<file path="src/hw/rtl/table_driven_pushdown_automaton_macros.svh">
// ---------------------------------------------------------------------------
// Assertion macros for the pushdown automaton block
// Every use expects clk_i and rst_ni in the scope of the module.
// ---------------------------------------------------------------------------
`ifndef TABLE_DRIVEN_PUSHDOWN_AUTOMATON_MACROS_SVH
`define TABLE_DRIVEN_PUSHDOWN_AUTOMATON_MACROS_SVH

// same-cycle implication
`define TDPA_ASSERT_NOW(label, ante, cons, msg) \
  label: assert property (@(posedge clk_i) disable iff (!rst_ni) (ante) |-> (cons)) \
    else $error(msg);

// next-cycle implication
`define TDPA_ASSERT_NEXT(label, ante, cons, msg) \
  label: assert property (@(posedge clk_i) disable iff (!rst_ni) (ante) |=> (cons)) \
    else $error(msg);

`endif

</file>
<file path="src/hw/rtl/tdpa_pkg.sv">
// ---------------------------------------------------------------------------
// tdpa_pkg
// Types, codes and helper functions of the bracket pushdown automaton.
// ---------------------------------------------------------------------------
package tdpa_pkg;

  // automaton state, alphabet and stack code counts
  localparam int NumStates  = 2;
  localparam int NumSymbols = 4;
  localparam int NumTops    = 6;

  // stack codes and rule actions
  localparam logic [2:0] CODE_P   = 3'd4;
  localparam logic [2:0] CODE_Z   = 3'd5;
  localparam logic [2:0] ACT_POP  = 3'd6;
  localparam logic [2:0] ACT_KEEP = 3'd7;

  // rule kinds
  localparam logic [1:0] KIND_GOTO = 2'd0;
  localparam logic [1:0] KIND_POP  = 2'd1;
  localparam logic [1:0] KIND_KEEP = 2'd2;

  // item operations
  typedef enum logic [1:0] {
    OP_FEED    = 2'd0,
    OP_RULE    = 2'd1,
    OP_RESTART = 2'd2
  } op_e;

  // result status codes
  typedef enum logic [2:0] {
    ST_MOVED      = 3'd0,
    ST_ACCEPTED   = 3'd1,
    ST_NO_RULE    = 3'd2,
    ST_BAD_SYMBOL = 3'd3,
    ST_EMPTIED    = 3'd4,
    ST_OVERFLOW   = 3'd5,
    ST_HALTED     = 3'd6,
    ST_DONE       = 3'd7
  } status_e;

  // control sequencer states
  typedef enum logic [1:0] {
    S_IDLE,
    S_EXEC,
    S_POP,
    S_EMIT
  } fsm_e;

  // one rule table entry
  typedef struct packed {
    logic       next_state;
    logic [2:0] act;
  } rule_t;

  // decoded input character
  typedef struct packed {
    logic       bad;
    logic [1:0] code;
  } sym_t;

  // map a raw character to its bracket code
  function automatic sym_t sym_decode(input logic [7:0] byte_in);
    sym_t s;
    s.bad  = 1'b0;
    s.code = 2'd0;
    case (byte_in)
      8'h7B: s.code = 2'd0;
      8'h5B: s.code = 2'd1;
      8'h7D: s.code = 2'd2;
      8'h5D: s.code = 2'd3;
      default: s.bad = 1'b1;
    endcase
    return s;
  endfunction

  // turn a rule item into the stored next state and action
  function automatic rule_t rule_encode(input logic [1:0] kind, input logic [2:0] push,
                                        input logic st, input logic nxt,
                                        input logic [1:0] sym, input logic [2:0] top);
    rule_t r;
    r.next_state = st;
    r.act        = ACT_KEEP;
    case (kind)
      KIND_GOTO: r.next_state = nxt;
      KIND_POP:  r.act = ACT_POP;
      KIND_KEEP: r.act = ACT_KEEP;
      default: begin
        if (push == CODE_P) begin
          r.act = ACT_POP;
        end else if (push > CODE_Z) begin
          r.act = ACT_KEEP;
        end else begin
          r.act = push;
        end
      end
    endcase
    // state 0 over the bottom marker always pushes its own symbol
    if (!st && top == CODE_Z) begin
      r.act = {1'b0, sym};
    end
    return r;
  endfunction

endpackage

</file>
<file path="src/hw/rtl/tdpa_ram.sv">
// ---------------------------------------------------------------------------
// tdpa_ram
// Generic single-write, single-read RAM with a registered read port.
// ---------------------------------------------------------------------------
module tdpa_ram #(
  parameter int Width = 4,
  parameter int Depth = 48
) (
  input  logic                     clk_i,
  input  logic                     we_i,
  input  logic [$clog2(Depth)-1:0] waddr_i,
  input  logic [Width-1:0]         wdata_i,
  input  logic                     re_i,
  input  logic [$clog2(Depth)-1:0] raddr_i,
  output logic [Width-1:0]         rdata_o
);

  logic [Width-1:0] mem [Depth];
  logic [Width-1:0] rdata_q;

  // write port
  always_ff @(posedge clk_i) begin
    if (we_i) begin
      mem[waddr_i] <= wdata_i;
    end
  end

  // registered read port
  always_ff @(posedge clk_i) begin
    if (re_i) begin
      rdata_q <= mem[raddr_i];
    end
  end

  assign rdata_o = rdata_q;

endmodule

</file>
<file path="src/hw/rtl/table_driven_pushdown_automaton.sv">
// ---------------------------------------------------------------------------
// table_driven_pushdown_automaton
// Bracket pushdown automaton: rule table and stack held in RAMs.
// ---------------------------------------------------------------------------
// Usage
//   Input channel (in_valid_i/in_ready_o) carries one item: feed a symbol,
//   write a rule, or restart. Each item yields exactly one result item on
//   the output channel (out_valid_o/out_ready_i): status, state, stack top
//   and stack depth after the item.
//   The config channel (cfg_valid_i/cfg_ready_o) writes the start state; it
//   is always ready. The user must write it only while the block is idle,
//   which the block itself does not enforce.
// Sequencing
//   Rule writes, restarts, halted and rejected symbols go from S_IDLE
//   straight to S_EMIT; other symbols pass S_EXEC (rule RAM read), and a
//   pop that leaves two or more entries also S_POP (stack RAM read of the
//   new top). One item is in flight at a time; a new one waits for S_IDLE.
// Reset and stalls
//   Reset clears all rules, leaves the stack with the Z marker only and
//   enters state 0. The result waits in the output register while the
//   receiver stalls; the next item is taken meanwhile and its own result
//   is held until the output register frees up.
// ---------------------------------------------------------------------------
`include "table_driven_pushdown_automaton_macros.svh"

module table_driven_pushdown_automaton import tdpa_pkg::*; #(
  parameter int STACK_DEPTH = 64
) (
  input  logic                               clk_i,
  input  logic                               rst_ni,
  // config channel
  input  logic                               cfg_valid_i,
  output logic                               cfg_ready_o,
  input  logic                               cfg_data_i,
  // input channel
  input  logic                               in_valid_i,
  output logic                               in_ready_o,
  input  logic [1:0]                         operation_i,
  input  logic [7:0]                         symbol_byte_i,
  input  logic                               rule_state_i,
  input  logic [1:0]                         rule_symbol_i,
  input  logic [2:0]                         rule_stack_top_i,
  input  logic [1:0]                         rule_kind_i,
  input  logic                               rule_next_state_i,
  input  logic [2:0]                         rule_push_code_i,
  // output channel
  output logic                               out_valid_o,
  input  logic                               out_ready_i,
  output logic [2:0]                         status_o,
  output logic                               current_state_o,
  output logic [2:0]                         top_code_o,
  output logic [$clog2(STACK_DEPTH+1)-1:0]   stack_depth_o
);

  localparam int TblDepth = NumStates * NumSymbols * NumTops;
  localparam int RiW      = $clog2(TblDepth);
  localparam int SpW      = $clog2(STACK_DEPTH + 1);
  localparam int SaW      = $clog2(STACK_DEPTH);
  localparam logic [SpW-1:0] SpFull = SpW'(STACK_DEPTH);
  localparam logic [SpW-1:0] SpOne  = SpW'(1);
  localparam logic [SpW-1:0] SpTwo  = SpW'(2);

  // architectural state
  fsm_e              fsm_q, fsm_d;
  logic              start_q, start_d;
  logic              state_q, state_d;
  logic [2:0]        top_q, top_d;
  logic [SpW-1:0]    sp_q, sp_d;
  logic              halted_q, halted_d;
  status_e           status_q, status_d;
  logic [RiW-1:0]    ridx_q, ridx_d;
  logic [TblDepth-1:0] valid_q, valid_d;

  // output register
  logic              out_valid_q, out_valid_d;
  status_e           out_status_q;
  logic              out_state_q;
  logic [2:0]        out_top_q;
  logic [SpW-1:0]    out_sp_q;

  // memory ports
  logic              rule_we, rule_re;
  logic [RiW-1:0]    rule_waddr, rule_raddr;
  rule_t             rule_wdata, rule_rdata;
  logic              stk_we, stk_re;
  logic [SaW-1:0]    stk_waddr, stk_raddr;
  logic [2:0]        stk_wdata, stk_rdata;

  // item decode
  logic              in_acc;
  sym_t              sym;
  logic              accepting;
  logic              key_ok;
  logic              emit_go;
  logic [SpW-1:0]    sp_m2;

  assign in_acc     = in_valid_i && in_ready_o;
  assign in_ready_o = (fsm_q == S_IDLE);
  assign cfg_ready_o = 1'b1;
  assign sym        = sym_decode(symbol_byte_i);
  assign accepting  = state_q && (sp_q != '0) && (top_q == CODE_Z);
  assign key_ok     = (rule_stack_top_i < 3'(NumTops)) && (int'(rule_state_i) < NumStates);
  assign emit_go    = (fsm_q == S_EMIT) && (!out_valid_q || out_ready_i);
  assign sp_m2      = sp_q - SpTwo;

  // rule table lookup and write addresses
  assign rule_raddr = RiW'((RiW'(state_q) * RiW'(NumSymbols) + RiW'(sym.code))
                           * RiW'(NumTops) + RiW'(top_q));
  assign rule_waddr = RiW'((RiW'(rule_state_i) * RiW'(NumSymbols) + RiW'(rule_symbol_i))
                           * RiW'(NumTops) + RiW'(rule_stack_top_i));
  assign rule_wdata = rule_encode(rule_kind_i, rule_push_code_i, rule_state_i,
                                  rule_next_state_i, rule_symbol_i, rule_stack_top_i);
  assign rule_we    = in_acc && (op_e'(operation_i) == OP_RULE) && key_ok;
  assign rule_re    = in_acc;

  tdpa_ram #(
    .Width ($bits(rule_t)),
    .Depth (TblDepth)
  ) u_rule_ram (
    .clk_i   (clk_i),
    .we_i    (rule_we),
    .waddr_i (rule_waddr),
    .wdata_i (rule_wdata),
    .re_i    (rule_re),
    .raddr_i (rule_raddr),
    .rdata_o (rule_rdata)
  );

  tdpa_ram #(
    .Width (3),
    .Depth (STACK_DEPTH)
  ) u_stack_ram (
    .clk_i   (clk_i),
    .we_i    (stk_we),
    .waddr_i (stk_waddr),
    .wdata_i (stk_wdata),
    .re_i    (stk_re),
    .raddr_i (stk_raddr),
    .rdata_o (stk_rdata)
  );

  // sequencer next state
  always_comb begin
    fsm_d = fsm_q;
    case (fsm_q)
      S_IDLE: begin
        if (in_acc) begin
          if (op_e'(operation_i) == OP_FEED && !halted_q && !accepting && !sym.bad) begin
            fsm_d = S_EXEC;
          end else begin
            fsm_d = S_EMIT;
          end
        end
      end
      S_EXEC: begin
        if (valid_q[ridx_q] && rule_rdata.act == ACT_POP && sp_q > SpTwo) begin
          fsm_d = S_POP;
        end else begin
          fsm_d = S_EMIT;
        end
      end
      S_POP: fsm_d = S_EMIT;
      S_EMIT: begin
        if (emit_go) begin
          fsm_d = S_IDLE;
        end
      end
      default: fsm_d = S_IDLE;
    endcase
  end

  // datapath and memory control
  always_comb begin
    start_d   = start_q;
    state_d   = state_q;
    top_d     = top_q;
    sp_d      = sp_q;
    halted_d  = halted_q;
    status_d  = status_q;
    ridx_d    = ridx_q;
    valid_d   = valid_q;
    stk_we    = 1'b0;
    stk_waddr = sp_q[SaW-1:0];
    stk_wdata = rule_rdata.act;
    stk_re    = 1'b0;
    stk_raddr = sp_m2[SaW-1:0];

    if (cfg_valid_i && cfg_ready_o) begin
      start_d = cfg_data_i;
    end

    case (fsm_q)
      // take an item; settle everything that needs no lookup
      S_IDLE: begin
        if (in_acc) begin
          ridx_d   = rule_raddr;
          status_d = ST_DONE;
          case (op_e'(operation_i))
            OP_FEED: begin
              if (halted_q) begin
                status_d = ST_HALTED;
              end else if (accepting) begin
                status_d = ST_ACCEPTED;
                halted_d = 1'b1;
              end else if (sym.bad) begin
                status_d = ST_BAD_SYMBOL;
                halted_d = 1'b1;
              end
            end
            OP_RULE: begin
              if (key_ok) begin
                valid_d[rule_waddr] = 1'b1;
              end
            end
            OP_RESTART: begin
              state_d  = start_q;
              top_d    = CODE_Z;
              sp_d     = SpOne;
              halted_d = 1'b0;
            end
            default: ;
          endcase
        end
      end
      // apply the looked-up rule
      S_EXEC: begin
        if (!valid_q[ridx_q]) begin
          status_d = ST_NO_RULE;
          halted_d = 1'b1;
        end else begin
          case (rule_rdata.act)
            ACT_POP: begin
              state_d = rule_rdata.next_state;
              sp_d    = sp_q - SpOne;
              if (sp_q == SpOne) begin
                top_d    = CODE_Z;
                status_d = ST_EMPTIED;
                halted_d = 1'b1;
              end else if (sp_q == SpTwo) begin
                // only the bottom marker remains
                top_d    = CODE_Z;
                status_d = rule_rdata.next_state ? ST_ACCEPTED : ST_MOVED;
                halted_d = rule_rdata.next_state;
              end else begin
                stk_re = 1'b1;
              end
            end
            ACT_KEEP: begin
              state_d  = rule_rdata.next_state;
              status_d = (rule_rdata.next_state && top_q == CODE_Z) ? ST_ACCEPTED : ST_MOVED;
              halted_d = rule_rdata.next_state && top_q == CODE_Z;
            end
            default: begin
              if (sp_q >= SpFull) begin
                status_d = ST_OVERFLOW;
                halted_d = 1'b1;
              end else begin
                stk_we   = 1'b1;
                state_d  = rule_rdata.next_state;
                top_d    = rule_rdata.act;
                sp_d     = sp_q + SpOne;
                status_d = (rule_rdata.next_state && rule_rdata.act == CODE_Z)
                           ? ST_ACCEPTED : ST_MOVED;
                halted_d = rule_rdata.next_state && rule_rdata.act == CODE_Z;
              end
            end
          endcase
        end
      end
      // new top arrives from the stack memory
      S_POP: begin
        top_d    = stk_rdata;
        status_d = (state_q && stk_rdata == CODE_Z) ? ST_ACCEPTED : ST_MOVED;
        halted_d = state_q && stk_rdata == CODE_Z;
      end
      default: ;
    endcase
  end

  // output register handshake
  always_comb begin
    out_valid_d = out_valid_q;
    if (emit_go) begin
      out_valid_d = 1'b1;
    end else if (out_ready_i) begin
      out_valid_d = 1'b0;
    end
  end

  // control and architectural registers
  always_ff @(posedge clk_i or negedge rst_ni) begin
    if (!rst_ni) begin
      fsm_q       <= S_IDLE;
      start_q     <= 1'b0;
      state_q     <= 1'b0;
      top_q       <= CODE_Z;
      sp_q        <= SpOne;
      halted_q    <= 1'b0;
      status_q    <= ST_DONE;
      ridx_q      <= '0;
      valid_q     <= '0;
      out_valid_q <= 1'b0;
    end else begin
      fsm_q       <= fsm_d;
      start_q     <= start_d;
      state_q     <= state_d;
      top_q       <= top_d;
      sp_q        <= sp_d;
      halted_q    <= halted_d;
      status_q    <= status_d;
      ridx_q      <= ridx_d;
      valid_q     <= valid_d;
      out_valid_q <= out_valid_d;
    end
  end

  // result payload
  always_ff @(posedge clk_i) begin
    if (emit_go) begin
      out_status_q <= status_q;
      out_state_q  <= state_q;
      out_top_q    <= top_q;
      out_sp_q     <= sp_q;
    end
  end

  assign out_valid_o     = out_valid_q;
  assign status_o        = out_status_q;
  assign current_state_o = out_state_q;
  assign top_code_o      = out_top_q;
  assign stack_depth_o   = out_sp_q;

  // checks
  `TDPA_ASSERT_NOW(a_sp_bound, 1'b1, sp_q <= SpFull, "stack pointer beyond depth")
  `TDPA_ASSERT_NOW(a_empty_halts, sp_q == '0, halted_q, "empty stack while running")
  `TDPA_ASSERT_NOW(a_low_top_z, sp_q <= SpOne, top_q == CODE_Z, "top not Z at bottom")
  `TDPA_ASSERT_NEXT(a_halted_frozen, in_acc && op_e'(operation_i) == OP_FEED && halted_q,
                    $stable(sp_q) && $stable(state_q) && $stable(top_q),
                    "symbol changed state while halted")
  `TDPA_ASSERT_NEXT(a_emit_loads, emit_go, out_valid_q && fsm_q == S_IDLE,
                    "result not loaded on emit")

endmodule

</file>
<file path="config.mk">
export PLATFORM = sky130hd
export DESIGN_NAME = table_driven_pushdown_automaton
export DESIGN_NICKNAME = d
export VERILOG_FILES = /design/src/hw/rtl/tdpa_pkg.sv /design/src/hw/rtl/tdpa_ram.sv /design/src/hw/rtl/table_driven_pushdown_automaton.sv
export VERILOG_INCLUDE_DIRS = /design/src /design/src/hw/rtl
export SDC_FILE = /design/constraint.sdc
export NUM_CORES = 1
export LEC_CHECK = 0
export ABC_AREA = 1
export BUFFER_PORTS_ARGS = -buffer_cell sky130_fd_sc_hd__buf_2
export CAP_MARGIN = 15
export CORE_MARGIN = 8
export CORE_UTILIZATION = 62
export CTS_CLUSTER_SIZE = 24
export DETAILED_ROUTE_END_ITERATION = 7
export GPL_TIMING_DRIVEN = 0
export PLACE_DENSITY = 0.79
export SLEW_MARGIN = 20
export SYNTH_ARGS = -nofsm -noshare
export SYNTH_HDL_FRONTEND = slang
export SYNTH_HIERARCHICAL = 1
export SYNTH_SLANG_ARGS = --single-unit
</file>
<file path="constraint.sdc">
create_clock -name clk_i -period 3.5 [get_ports clk_i]
set_input_delay 0.35 -clock clk_i [delete_from_list [all_inputs] [get_ports clk_i]]
set_output_delay 0.35 -clock clk_i [all_outputs]
set_load 0.02 [all_outputs]
</file>
==> results.md <==
- Status: finished with violations
- Failing checks: setup timing
- Clock power frac: 0.244
- Htree depth: 2
- Nets@finish: 2190
- Fraction of registers with async set/reset: 0.1527
- HP Start: in_valid_i
- Highest-delay cell along the critical path: nor4_1
- Critical path capture point type: register
- Clk_lat worst skew: 0.58 ns
- DR iter-0 viols: 1822
- Met3 Usage GRT: 0.04595
- Post-Syn Area: 21410 µm²
- Max Transition Viols Final: 0
- CTS tree: built
- Largest stage delay, worst path: 0.83 ns
- Worst VDD drop: 673.3 µV
- Crit. Startpoint: fsm_q[0]$_DFFE_PN0P_
- Clock Sinks: 478
- WP data arrival: 3.74 ns
- Final number of setup-violating endpoints: 4
- Yosys warnings: 6
- Dpl hpwl: 37330 µm
- Register area: 14000 µm²
- Worst path bufs/invs: 2
- Post-Synth Adder-Cell Area: 0.01660
- Net switching power: 8.211 mW
- Port bufs: 43
- Critical Path RT: 3.68 ns
- Cell variety after synth: 46
- Worst Clk Skew: 0.03214 ns
- GR peak layer: met2
- Clock-pin slew on the worst setup and hold paths: 0.06 ns
- Cells after Synth: 2010
- Fin crit share: 1.018
- Power per cell area: 832.0 nW/µm²
- Pleak: 9.335 nW
- Crit path kind: reg -> reg
- Sequential power share: 0.346
- Die area: 40730 µm²
- Max_slew headroom: 0.3426
- Main combinational cell family by area after synthesis: simple AND/OR/NAND/NOR gates
- Post-layout worst setup margin: -0.06201 ns
- Core ar.: 34290 µm²
- Overflow after GRT: 0
- Die width: 201.8 µm
- # fillers: 2318
- Max FO, Critical Path: 9
- Count leader, synth: nand2_1
- CP cell instances: inv_1 -> ha_1 -> nand2_1 -> a2111oi_4 -> clkbuf_1 -> nand3_1 -> nor4_1
- Final hold violations: 0
- Layout cell share with drive strength beyond 1: 0.1228
- Met2 Use GR: 0.4520
- Vias in the first global route: 15987
- CTS Root Cell: clkbuf_16
- Syn avg cell area: 10.65 µm²
- Design area: 24320 µm²
- Diode count: 0
- Number of synthesized flops with an enable pin: 405
- Post-synthesis simple-gate area fraction: 0.2263
- FF-to-FF Start: fsm_q[0]$_DFFE_PN0P_
- Post-layout minimum cycle time: 3.562 ns
- Antenna violations before repair: 0
- I/O Pins: 45
- Multi-input gate area: 6553 µm²
- Wirelength per Cell: 21.60 µm
- Post-Synth XOR/XNOR Area: 0.008591
- Clock Tree Buf Depth: 3
- Worst setup SP type: register
- Mux contribution to synthesized area: 0
- Sw Share: 0.4059
- Met1 Use GR: 0.3334
- CTS Buf Count: 48
- FMAX: 280.7 MHz
- Synth Register Bits: 478
- Syn nets: 2064
- Leading post-synthesis cells by cell area: edfxtp_1 (57%), nand2_1 (9.5%), nand3_1 (8.2%)
- DRC Markers: 0
- Cell-internal power: 12.02 mW
- GPL Wtd Cong: 0.9300
- Post-synthesis compound-gate area fraction: 0.04932
- Area growth, synth to finish: 13.58%
- Final Util: 0.7092
- # rows: 68
- Dpl ws: -0.06406 ns
- Starting Density: 0.6244
- Worst Tran Pin Value: 0.9770 ns
- 1st-pass router iterations: 7
- Synth top area share: 0.5681
- Post-route ant nets: 0
- Placed standard-cell area: 22620 µm²
- Max Cap Violations: 0
- Top cells by count, synth: nand2_1 (542), edfxtp_1 (405), nand3_1 (352), nor2_1 (179), inv_1 (85)
- Vert. Die Dim: 201.8 µm
- RSZ-0062 raised after global routing: true
- Register area share after synthesis: 0.6537
- Area leader, netlist: edfxtp_1
- Total GRT Usage: 0.2695
- Gate power share: 0.410
- Total number of vias: 16171
- First-pass GRT wire length: 85970 µm
- Ys flop type: edfxtp_1
- Worst hold-check path type: in -> reg
- Largest net degree at the start of global routing: 38
- Final wirelength: 56790 µm
- Vias per inst: 6.151
- CP delay by family, top: simple AND/OR/NAND/NOR gates
==> kinds of logic after synthesis <==
| logic type | count (synthesis) |
|---|---|
| flip-flops | 478 |
| AND/OR/NAND/NOR | 1129 |
| adder cells (fa/ha/maj) | 26 |
| other | 1 |
| buffers and inverters | 191 |
| AO/OA/AOI/OAI | 164 |
| XOR/XNOR | 21 |
==> layout make-up <==
class,count,share of cell area
buffer,101,0.02578
clock buffer,60,0.05254
clock inverter,28,0.009468
inverter,90,0.01410
multi-input combinational,1341,0.2695
sequential,478,0.5756
tap,455,0.02341
timing repair buffer,76,0.02964
==> power groups by stage <==
stage                     clock network [mW]  registers [mW]  logic, mW
after detailed placement                   0            7.12       7.88
after global placement                     0            7.28       7.38
after floorplan                            0            7.17       5.15
final                                   4.93            7.01       8.29
after CTS                               4.96            7.00       8.02
after global routing                    5.18            7.04       8.90
==> stage by stage <==
| step | hold WS (ns) | TNS (ns) | instances | total power, mW |
|---|---|---|---|---|
| 5_1_grt | 0.1748 | -2.695 | 2629 | 21.12 |
| 3_3_place_gp | 0.4323 | -410.65 | 2508 | 14.65 |
| 6_report | 0.1809 | -0.2476 | 2629 | 20.23 |
| 4_1_cts | 0.1675 | 0 | 2624 | 19.98 |
| 2_1_floorplan | 0.05441 | 0 | 2010 | 12.32 |
| 3_5_place_dp | 0.3476 | -0.3404 | 2525 | 15.00 |
==> tightest hold or removal path, cell delays in order <==
cell and delay (ns):
buf_2 0.12, nand2_1 0.11, o21ai_0 0.10
==> cell usage in the layout (no fill, tap or decap), types with 5 or more instances in the layout <==
master / Yosys / routed
nand4_1: 21 / 21
xor2_1: 16 / 16
clkbuf_1: 19 / 28
ha_1: 22 / 22
nor2_1: 179 / 178
nand3_1: 352 / 352
o21bai_1: 39 / 39
buf_8: 1 / 8
clkinv_2: 0 / 12
dfrtp_1: 67 / 67
o21ai_1: 22 / 22
buf_4: 9 / 22
nand2_1: 542 / 542
edfxtp_1: 405 / 405
xnor2_1: 5 / 5
o211ai_1: 22 / 22
inv_1: 85 / 85
buf_16: 0 / 9
dfstp_2: 6 / 6
buf_6: 19 / 19
a21oi_1: 11 / 10
o21ai_0: 48 / 46
o21ai_2: 7 / 7
nand2_2: 6 / 6
clkbuf_16: 0 / 49
buf_2: 47 / 89
nor4_1: 18 / 9
clkinv_1: 0 / 7
nor4_2: 0 / 9
buf_1: 6 / 6
==> final timing paths <==
kind / slack (ns) / end / cells past startpoint
worst max-delay path: -0.06 / u_rule_ram/mem[22][1]$_DFFE_PP_ / 7
worst min register to register: 0.45 / stack_depth_o[6]$_DFFE_PP_ / 0
worst max register to register: -0.06 / u_rule_ram/mem[22][1]$_DFFE_PP_ / 7
worst min-delay path: 0.18 / ridx_q[2]$_DFFE_PN0P_ / 3
max in group asynchronous: 2.52 / status_q[0]$_DFFE_PN1P_ / 3
min in group asynchronous: 0.33 / fsm_q[1]$_DFFE_PN0P_ / 2
==> registers in the layout (all words and copies together) (netlist names), 2 cells and up <==
name                 cells
ridx_q                   6
u_rule_ram/mem         192
status_q                 3
status_o                 3
u_stack_ram/rdata_o      3
top_q                    3
u_rule_ram/rdata_o       4
valid_q                 48
top_code_o               3
u_stack_ram/mem        192
fsm_q                    2
sp_q                     7
stack_depth_o            7
==> per-layer routing <==
layer	wire length [µm]	part of all wire	vias to the layer above
met3	5584	0.098	198
met4	2771	0.049	0
met5	0	0	-
met2	27960	0.49	998
li1	-	-	7243
met1	20480	0.36	7732
==> timing repair <==
action	CTS	global route
buffers inserted	7	5
endpoints found under the hold margin	37	0
setup endpoints to repair	72	143
pin swaps	4	2
gates resized for setup	0	11
hold buffers	4	0
cloned	0	0
(Power assumes the default switching activity.)
